<file path="src/rtl/core/mfd_pkg.sv">
`timescale 1ns / 1ps
// ----------------------------------------------------------------------------
// mfd_pkg: motor feedback frame decoder package
// Field widths, register reset value and scaling constants shared by the
// decoder modules.
// ----------------------------------------------------------------------------
package mfd_pkg;

  // input word fields
  localparam int CNT_W  = 13;
  localparam int SPD_W  = 16;
  localparam int CUR_W  = 16;
  localparam int TEMP_W = 8;

  // scale register, Q8.24 degrees per count over gear ratio
  localparam int          DPC_W     = 32;
  localparam logic [31:0] DPC_RESET = 32'd737362;

  // result word fields
  localparam int ANG_W     = 48;
  localparam int DELTA_W   = 32;
  localparam int SPD_OUT_W = 19;
  localparam int CUR_OUT_W = 20;
  localparam int RUN_W     = 32;

  // packed stream widths, rounded up to whole bytes
  localparam int S_TDATA_W = 56;
  localparam int M_TDATA_W = 160;

  // rpm to deg/s, and current word to Q.16 amps (3/16384 * 65536)
  localparam int SPD_SCALE = 6;
  localparam int CUR_SCALE = 12;

  // product is Q.24 * counts; drop 8 bits with round half away from zero
  localparam int ROUND_SHIFT = 8;
  localparam int ROUND_BIAS  = 128;

endpackage

</file>
<file path="src/rtl/core/mfd_unwrap.sv">
`timescale 1ns / 1ps
// ----------------------------------------------------------------------------
// mfd_unwrap: encoder delta unwrap
// Clamps the encoder count to the turn length, takes the change from the
// previous count and folds it into half a turn. Result as sign and magnitude.
// ----------------------------------------------------------------------------
module mfd_unwrap #(
  parameter int ENCODER_MAX = 8191
) (
  input  logic [mfd_pkg::CNT_W-1:0]          count_i,
  input  logic [mfd_pkg::CNT_W-1:0]          prev_i,
  output logic [mfd_pkg::CNT_W-1:0]          count_clamped_o,
  output logic [$clog2(ENCODER_MAX+1)-1:0]   mag_o,
  output logic                               neg_o
);

  localparam int MAG_W = $clog2(ENCODER_MAX + 1);
  localparam int CMP_W = (MAG_W > mfd_pkg::CNT_W) ? MAG_W : mfd_pkg::CNT_W;
  localparam int DW    = CMP_W + 2;

  logic [CMP_W-1:0]     clamped;
  logic signed [DW-1:0] diff;
  logic signed [DW-1:0] twice;
  logic signed [DW-1:0] emax_s;
  logic signed [DW-1:0] adj;
  logic signed [DW-1:0] abs_v;

  always_comb begin
    if (CMP_W'(count_i) > CMP_W'(ENCODER_MAX)) begin
      clamped = CMP_W'(ENCODER_MAX);
    end else begin
      clamped = CMP_W'(count_i);
    end
    // prev_i was clamped when stored
    diff   = $signed(DW'(clamped)) - $signed(DW'(prev_i));
    twice  = diff <<< 1;
    emax_s = $signed(DW'(ENCODER_MAX));
    if (twice > emax_s) begin
      adj = diff - emax_s;
    end else if (twice < -emax_s) begin
      adj = diff + emax_s;
    end else begin
      adj = diff;
    end
    neg_o = adj[DW-1];
    abs_v = neg_o ? -adj : adj;
  end

  assign mag_o           = abs_v[MAG_W-1:0];
  assign count_clamped_o = clamped[mfd_pkg::CNT_W-1:0];

endmodule

</file>
<file path="src/rtl/core/motor_feedback_frame_decoder.sv">
`timescale 1ns / 1ps
// ----------------------------------------------------------------------------
// motor_feedback_frame_decoder: feedback frame decode with multi-turn angle
// Converts speed and current words, unwraps the encoder delta, scales it to
// output degrees and keeps a saturating multi-turn angle and run counter.
// ----------------------------------------------------------------------------
//
// Channel   Dir  Handshake                 Payload
// s_axis    in   tvalid/tready             count, speed, current, temperature
// m_axis    out  tvalid/tready             angle, delta, speed, current,
//                                          temperature, direction ticks
// cfg       in   cfg_we_i (always taken)   degrees_per_count
//
// Three register stages: input (unwrapped delta), scale (multiply and round),
// result (saturate, accumulate). One word per cycle sustained while m_axis does
// not stall. The 48-bit accumulator add is the feedback loop that sets the rate;
// the multiply sits in the stage before it.
// Reset clears stage valids, previous count, angle and run counter, and loads
// the default scale. A stall at m_axis backs up stage by stage; empty stages
// still take words, so up to three words can be held.
//
module motor_feedback_frame_decoder #(
  parameter int ENCODER_MAX = 8191
) (
  input  logic                            clk_i,
  input  logic                            rst_ni,
  // config write
  input  logic                            cfg_we_i,
  input  logic [mfd_pkg::DPC_W-1:0]       cfg_wdata_i,
  // input stream
  input  logic                            s_axis_tvalid,
  output logic                            s_axis_tready,
  // [12:0] encoder_count, [28:13] speed_rpm, [44:29] current_word,
  // [52:45] temperature, [55:53] zero
  input  logic [mfd_pkg::S_TDATA_W-1:0]   s_axis_tdata,
  // result stream
  output logic                            m_axis_tvalid,
  input  logic                            m_axis_tready,
  // [47:0] angle_deg_q16, [79:48] delta_deg_q16, [98:80] speed_dps,
  // [118:99] current_amps_q16, [126:119] temperature_out,
  // [158:127] direction_ticks, [159] zero
  output logic [mfd_pkg::M_TDATA_W-1:0]   m_axis_tdata
);

  localparam int MAG_W = $clog2(ENCODER_MAX + 1);
  localparam int P_W   = MAG_W + mfd_pkg::DPC_W;
  localparam int R_W   = P_W + 1 - mfd_pkg::ROUND_SHIFT;

  localparam int ANG_W   = mfd_pkg::ANG_W;
  localparam int DELTA_W = mfd_pkg::DELTA_W;
  localparam int RUN_W   = mfd_pkg::RUN_W;

  // field unpack
  logic [mfd_pkg::CNT_W-1:0]         in_count;
  logic signed [mfd_pkg::SPD_W-1:0]  in_speed;
  logic signed [mfd_pkg::CUR_W-1:0]  in_cur;
  logic [mfd_pkg::TEMP_W-1:0]        in_temp;

  assign in_count = s_axis_tdata[12:0];
  assign in_speed = $signed(s_axis_tdata[28:13]);
  assign in_cur   = $signed(s_axis_tdata[44:29]);
  assign in_temp  = s_axis_tdata[52:45];

  // stage control
  logic v1_q, v2_q, v3_q;
  logic mv1, mv2, ld3, acc_in;

  assign ld3           = v2_q && (!v3_q || m_axis_tready);
  assign mv2           = !v2_q || !v3_q || m_axis_tready;
  assign mv1           = !v1_q || mv2;
  assign s_axis_tready = mv1;
  assign acc_in        = s_axis_tvalid && s_axis_tready;
  assign m_axis_tvalid = v3_q;

  // scale register
  logic [mfd_pkg::DPC_W-1:0] dpc_q;

  // unwrap against previous count
  logic [mfd_pkg::CNT_W-1:0] prev_q;
  logic [mfd_pkg::CNT_W-1:0] count_clamped;
  logic [MAG_W-1:0]          un_mag;
  logic                      un_neg;

  mfd_unwrap #(
    .ENCODER_MAX (ENCODER_MAX)
  ) u_unwrap (
    .count_i         (in_count),
    .prev_i          (prev_q),
    .count_clamped_o (count_clamped),
    .mag_o           (un_mag),
    .neg_o           (un_neg)
  );

  // stage 1 payload
  logic [MAG_W-1:0]                  mag1_q;
  logic                              neg1_q;
  logic signed [mfd_pkg::SPD_W-1:0]  spd1_q;
  logic signed [mfd_pkg::CUR_W-1:0]  cur1_q;
  logic [mfd_pkg::TEMP_W-1:0]        temp1_q;

  // stage 2 payload
  logic [R_W-1:0]                    r2_q;
  logic                              neg2_q;
  logic signed [mfd_pkg::SPD_W-1:0]  spd2_q;
  logic signed [mfd_pkg::CUR_W-1:0]  cur2_q;
  logic [mfd_pkg::TEMP_W-1:0]        temp2_q;

  // result payload; angle and run state double as result fields
  logic signed [DELTA_W-1:0]            delta3_q;
  logic signed [mfd_pkg::SPD_OUT_W-1:0] spd3_q;
  logic signed [mfd_pkg::CUR_OUT_W-1:0] cur3_q;
  logic [mfd_pkg::TEMP_W-1:0]           temp3_q;
  logic signed [ANG_W-1:0]              acc_q, acc_d;
  logic signed [RUN_W-1:0]              run_q, run_d;

  // stage 2 math: magnitude times scale plus rounding bias
  logic [P_W-1:0] prod;
  logic [P_W:0]   rnd_sum;
  logic [R_W-1:0] r2_d;

  assign prod    = P_W'(mag1_q) * P_W'(dpc_q);
  assign rnd_sum = (P_W+1)'(prod) + (P_W+1)'(mfd_pkg::ROUND_BIAS);
  assign r2_d    = rnd_sum[P_W:mfd_pkg::ROUND_SHIFT];

  // stage 3 math: saturate delta, accumulate, run counter
  localparam logic signed [DELTA_W-1:0] DELTA_MAX = {1'b0, {(DELTA_W-1){1'b1}}};
  localparam logic signed [DELTA_W-1:0] DELTA_MIN = {1'b1, {(DELTA_W-1){1'b0}}};
  localparam logic signed [ANG_W-1:0]   ANG_MAX   = {1'b0, {(ANG_W-1){1'b1}}};
  localparam logic signed [ANG_W-1:0]   ANG_MIN   = {1'b1, {(ANG_W-1){1'b0}}};
  localparam logic signed [RUN_W-1:0]   RUN_MAX   = {1'b0, {(RUN_W-1){1'b1}}};
  localparam logic signed [RUN_W-1:0]   RUN_MIN   = {1'b1, {(RUN_W-1){1'b0}}};
  localparam logic [R_W-1:0]            R_POS_LIM = R_W'(DELTA_MAX);
  localparam logic [R_W-1:0]            R_NEG_LIM = R_W'(DELTA_MAX) + R_W'(1);

  logic signed [DELTA_W-1:0] delta_d;
  logic [ANG_W:0]            acc_sum;

  always_comb begin
    if (neg2_q) begin
      if (r2_q > R_NEG_LIM) begin
        delta_d = DELTA_MIN;
      end else begin
        delta_d = $signed(DELTA_W'(-r2_q));
      end
    end else begin
      if (r2_q > R_POS_LIM) begin
        delta_d = DELTA_MAX;
      end else begin
        delta_d = $signed(DELTA_W'(r2_q));
      end
    end

    acc_sum = {acc_q[ANG_W-1], acc_q}
            + {{(ANG_W+1-DELTA_W){delta_d[DELTA_W-1]}}, delta_d};
    if (acc_sum[ANG_W] != acc_sum[ANG_W-1]) begin
      acc_d = acc_sum[ANG_W] ? ANG_MIN : ANG_MAX;
    end else begin
      acc_d = $signed(acc_sum[ANG_W-1:0]);
    end

    // run resets on reversal, clears at standstill, saturates
    if (spd2_q < 0) begin
      if (run_q > 0) begin
        run_d = -RUN_W'(1);
      end else if (run_q != RUN_MIN) begin
        run_d = run_q - RUN_W'(1);
      end else begin
        run_d = run_q;
      end
    end else if (spd2_q > 0) begin
      if (run_q < 0) begin
        run_d = RUN_W'(1);
      end else if (run_q != RUN_MAX) begin
        run_d = run_q + RUN_W'(1);
      end else begin
        run_d = run_q;
      end
    end else begin
      run_d = '0;
    end
  end

  // control and state registers
  always_ff @(posedge clk_i or negedge rst_ni) begin
    if (!rst_ni) begin
      v1_q   <= 1'b0;
      v2_q   <= 1'b0;
      v3_q   <= 1'b0;
      dpc_q  <= mfd_pkg::DPC_RESET;
      prev_q <= '0;
      acc_q  <= '0;
      run_q  <= '0;
    end else begin
      if (cfg_we_i) begin
        dpc_q <= cfg_wdata_i;
      end
      if (mv1) begin
        v1_q <= acc_in;
      end
      if (mv2) begin
        v2_q <= v1_q;
      end
      if (ld3) begin
        v3_q <= 1'b1;
      end else if (m_axis_tready) begin
        v3_q <= 1'b0;
      end
      if (acc_in) begin
        prev_q <= count_clamped;
      end
      if (ld3) begin
        acc_q <= acc_d;
        run_q <= run_d;
      end
    end
  end

  // payload registers
  always_ff @(posedge clk_i) begin
    if (acc_in) begin
      mag1_q  <= un_mag;
      neg1_q  <= un_neg;
      spd1_q  <= in_speed;
      cur1_q  <= in_cur;
      temp1_q <= in_temp;
    end
    if (mv2 && v1_q) begin
      r2_q    <= r2_d;
      neg2_q  <= neg1_q;
      spd2_q  <= spd1_q;
      cur2_q  <= cur1_q;
      temp2_q <= temp1_q;
    end
    if (ld3) begin
      delta3_q <= delta_d;
      spd3_q   <= mfd_pkg::SPD_OUT_W'(spd2_q)
                * mfd_pkg::SPD_OUT_W'(mfd_pkg::SPD_SCALE);
      cur3_q   <= mfd_pkg::CUR_OUT_W'(cur2_q)
                * mfd_pkg::CUR_OUT_W'(mfd_pkg::CUR_SCALE);
      temp3_q  <= temp2_q;
    end
  end

  assign m_axis_tdata = {1'b0, run_q, temp3_q, cur3_q, spd3_q, delta3_q, acc_q};

  // checks
  a_mag_bound: assert property (@(posedge clk_i) disable iff (!rst_ni)
    v1_q |-> (32'(mag1_q) <= 32'(ENCODER_MAX)))
    else $error("unwrapped delta exceeds one turn");

  a_acc_up: assert property (@(posedge clk_i) disable iff (!rst_ni)
    (ld3 && (delta_d > 0)) |=> (acc_q >= $past(acc_q)))
    else $error("positive delta lowered the angle");

  a_acc_down: assert property (@(posedge clk_i) disable iff (!rst_ni)
    (ld3 && (delta_d < 0)) |=> (acc_q <= $past(acc_q)))
    else $error("negative delta raised the angle");

  a_run_stop: assert property (@(posedge clk_i) disable iff (!rst_ni)
    (ld3 && (spd2_q == 0)) |=> (run_q == 0))
    else $error("run counter not cleared at standstill");

  a_run_sign: assert property (@(posedge clk_i) disable iff (!rst_ni)
    (ld3 && (spd2_q > 0)) |=> (run_q > 0))
    else $error("run counter sign disagrees with speed");

endmodule

</file>
<file path="config.mk">
export PLATFORM = sky130hd
export DESIGN_NAME = motor_feedback_frame_decoder
export DESIGN_NICKNAME = d
export VERILOG_FILES = /design/src/rtl/core/mfd_pkg.sv /design/src/rtl/core/mfd_unwrap.sv /design/src/rtl/core/motor_feedback_frame_decoder.sv
export SDC_FILE = /design/constraint.sdc
export NUM_CORES = 2
export LEC_CHECK = 0
export BUFFER_PORTS_ARGS = -buffer_cell sky130_fd_sc_hd__buf_2
export CORE_MARGIN = 1.5
export CORE_UTILIZATION = 60
export CTS_BUF_LIST = sky130_fd_sc_hd__clkbuf_4 sky130_fd_sc_hd__clkbuf_8
export DETAILED_ROUTE_END_ITERATION = 16
export HOLD_SLACK_MARGIN = 0.12
export PLACE_DENSITY_LB_ADDON = 0.3
export SLEW_MARGIN = 30
export SYNTH_ARGS = -nofsm -noshare
export SYNTH_HDL_FRONTEND = slang
export SYNTH_SLANG_ARGS = --single-unit
</file>
<file path="constraint.sdc">
create_clock -name clk_i -period 7.7 [get_ports clk_i]
set_input_delay 0.77 -clock clk_i [delete_from_list [all_inputs] [get_ports clk_i]]
set_output_delay 0.77 -clock clk_i [all_outputs]
set_load 0.05 [all_outputs]
</file>
==> flow_metrics.py <==
metrics = {
    "die": {
        "initial_utilization": 0.6074,
        "dieArea_mm2": 0.05470,
        "die_w_um": 233.9,
        "fp.dieH_um": 233.9,
        "rows": 84,
        "ios": 255,
        "core-area_mm2": 0.05266,
    },
    "clock_network": {
        "cts_tree": "done",
        "cts_root_buffer": "clkbuf_8",
        "worst_skew_pair.late_latency_ns": 0.70,
        "cts_inserted_buffers": 60,
        "htreeDepth": 2,
        "path_clk_slew_ns": 0.07,
        "clockBufferDepth": 3,
        "numClockSinks": 337,
    },
    "logic_synthesis": {
        "synth_cell_types": 83,
        "synth-edff-count": 209,
        "ys_ff_latch": 337,
        "syn_area_mm2": 0.03198,
        "synth-async-reset-ratio": 0.3798,
        "yosysWarnings": 0,
        "synth_top_area_frac": 0.2097,
        "synth_largest_area_cell": "fa_1",
        "synthTopCellsByArea": "fa_1 (21%), edfxtp_1 (20%), ha_1 (10%)",
        "dominantRegCellSynth": "edfxtp_1",
        "avgSynthCellArea_um2": 9.763,
        "synth_cells": 3276,
        "synthTopCellsByCount": "nand2_1 (426), fa_1 (335), inv_1 (303)",
        "ys_seq_area_frac": 0.2966,
        "synth.most_common_cell": "nand2_1",
    },
    "global_routing": {
        "grt_pass1_wl_mm": 126.6,
        "grtUsageTotal": 0.2916,
        "grt_max_degree": 83,
        "grt_pass1_vias": 25116,
        "grt-ovfl-total": 0,
        "antenna_found_initial": 3,
    },
    "worst_setup_path": {
        "path_common_cell": "fa_1",
        "crit_family": "adder cells",
        "crit_chain": "nand2_1 > fa_1 > inv_1 > fa_1 > fa_1 > fa_1 > fa_1 > ha_1 > ha_1 > and3_1 > a221o_1 > a21oi_1 > o21ai_0 > a221oi_1 > a21oi_1 > nor2_2 > o21ai_0 > a21o_1 > a21oi_1 > o21ai_0 > xor2_1",
        "startpoint_type": "flop",
        "critPathSlowestCell": "edfxtp_1",
        "cp-end-kind": "flop",
        "slowest_delay_ns": 0.82,
        "required_ns": 8.09,
        "crit_path_max_fanout": 17,
        "crit_type": "reg2reg",
        "cp.arrival_ns": 7.80,
        "crit_buf_inv": 1,
    },
    "timing": {
        "fin_crit_sh": 0.9620,
        "period_needed_ns": 7.408,
        "grt_setup_unrepaired": "false",
        "fmax_ghz": 0.1350,
        "worstMarginPinSlew_ns": 0.9052,
        "tns_ns": 0,
        "setup_viol": 0,
        "fin_skew_ns": 0.06309,
        "hold_violations": 0,
        "slew_viol_final": 0,
        "slew_headroom": 0.3793,
    },
    "detailed_routing": {
        "avgRoutedWirePerCell_um": 18.79,
        "detail_route.vias_per_cell": 5.927,
        "wl_met2_mm": 37.63,
        "highest_layer": "met4",
        "wl_mm": 78.98,
        "dr.pass1.iters": 6,
        "initialDrtViolationCount": 1767,
        "route.vias.total": 24917,
        "wl_met3_mm": 6.618,
        "antenna_left": 0,
        "drc_errors": 0,
        "wl_met1_mm": 32.63,
    },
    "finish": {
        "layout-drive-gt1-share": 0.1363,
        "multi_input_area_mm2": 0.02069,
        "nets": 4151,
        "utilization": 0.6713,
        "final-seq-area_mm2": 0.009488,
        "area_delta_synth_final_pct": 10.51,
        "n_fill_cell": 4073,
    },
    "worst_hold_path": {
        "hold_class": "in2reg",
    },
    "placed_design": {
        "portBuffers": 247,
        "place_hpwl_mm": 60.56,
        "gp_congestion": 0.9413,
    },
    "run_status": {
        "outcome": "complete, no violations",
    },
    "job": {
        "cap_violations": 0,
    },
}
-- flip-flops by register name, indices dropped and copies added (netlist names), 18 cells and up --
signal,count
delta3_q,32
run_q,32
r2_q,38
cur3_q,18
acc_q,48
dpc_q,32
spd3_q,18
-- kinds of logic after synthesis --
logic type,synth area share
compound gates,0.1244
xor+xnor,0.04182
fa+ha+maj,0.3114
buf+inv,0.05719
flops,0.2966
mux,0.01440
other cells,0.0001172
simple gates,0.1540
-- layer usage --
metal / global-route usage / vias to the layer above
met3: 0.05946 / 170
met1: 0.3867 / 12244
met5: 0 / -
met2: 0.4858 / 1054
li1: - / 11449
met4: 0.08474 / 0
-- worst paths after layout --
check,startpoint,to,slack [ns],cells past startpoint
min,s_axis_tdata[22],spd1_q[9]$_DFFE_PP_,0.26,1
min reg2reg,temp1_q[0]$_DFFE_PP_,temp2_q[0]$_DFFE_PP_,0.37,0
max reg2reg,mag1_q[2]$_DFFE_PP_,r2_q[31]$_DFFE_PP_,0.29,21
min in group asynchronous,rst_ni,acc_q[32]$_DFFE_PN0P_,0.66,2
max in group asynchronous,rst_ni,dpc_q[10]$_DFFE_PN0P_,5.89,3
max,mag1_q[2]$_DFFE_PP_,r2_q[31]$_DFFE_PP_,0.29,21
-- cell type report --
| type | count | area share |
|---|---|---|
| antenna | 2 | 0.0001416 |
| clock buffer | 84 | 0.02988 |
| clock inverter | 29 | 0.01094 |
| inverter | 304 | 0.03232 |
| multi-input combinational | 2461 | 0.5855 |
| sequential | 337 | 0.2684 |
| tap | 688 | 0.02435 |
| timing repair buffer | 299 | 0.04846 |
-- stage by stage --
stage | hold WS [ns] | cell area, um^2 | std cells | setup slack [ns]
finish | 0.2628 | 35350 | 4204 | 0.2923
global route | 0.2344 | 35350 | 4204 | 0.02970
CTS | 0.2112 | 35240 | 4197 | 0.2530
detailed placement | 0.4045 | 33790 | 4083 | 0.2953
global placement | 0.4008 | 33790 | 4083 | 0.5021
floorplan | 0.4003 | 32000 | 3279 | 1.193
-- placed cells by master, fill, tap and decap left out, types with 8 or more instances in the layout --
master | synthesis | routed
edfxtp_1 | 209 | 209
clkbuf_4 | 0 | 18
o22ai_1 | 26 | 26
fa_1 | 335 | 335
nand3_1 | 45 | 45
nor3b_1 | 13 | 13
nand2b_1 | 18 | 18
o21ai_0 | 177 | 177
bufinv_16 | 0 | 9
a22o_1 | 12 | 12
a31oi_1 | 24 | 24
xnor2_1 | 99 | 99
nand4_1 | 23 | 23
dfrtp_1 | 121 | 121
o21bai_1 | 21 | 21
and3_1 | 27 | 27
nor2_1 | 190 | 189
clkinv_2 | 0 | 11
nor3_1 | 48 | 48
nand2_1 | 426 | 426
nor2b_1 | 28 | 28
or3_1 | 13 | 13
or2_2 | 8 | 8
clkbuf_8 | 0 | 68
buf_4 | 4 | 42
mux2_2 | 32 | 32
a22oi_1 | 9 | 9
o21a_1 | 20 | 20
inv_1 | 303 | 301
buf_2 | 1 | 246
and2_1 | 162 | 161
o31ai_1 | 11 | 11
mux2i_1 | 10 | 9
clkinv_1 | 1 | 8
xor2_1 | 50 | 50
nor4_1 | 15 | 15
ha_1 | 260 | 260
a21oi_1 | 160 | 158
a211oi_1 | 10 | 10
a21o_1 | 81 | 81
-- timing repair --
item	in CTS	in global routing
buffers inserted	0	4
gates resized for setup	0	2
hold endpoints to repair	23	0
hold buffers	1	0
endpoints found under the setup margin	0	31
Power is not shown: default switching activity piles up to over one toggle a cycle in this logic, so the estimate is an artifact.
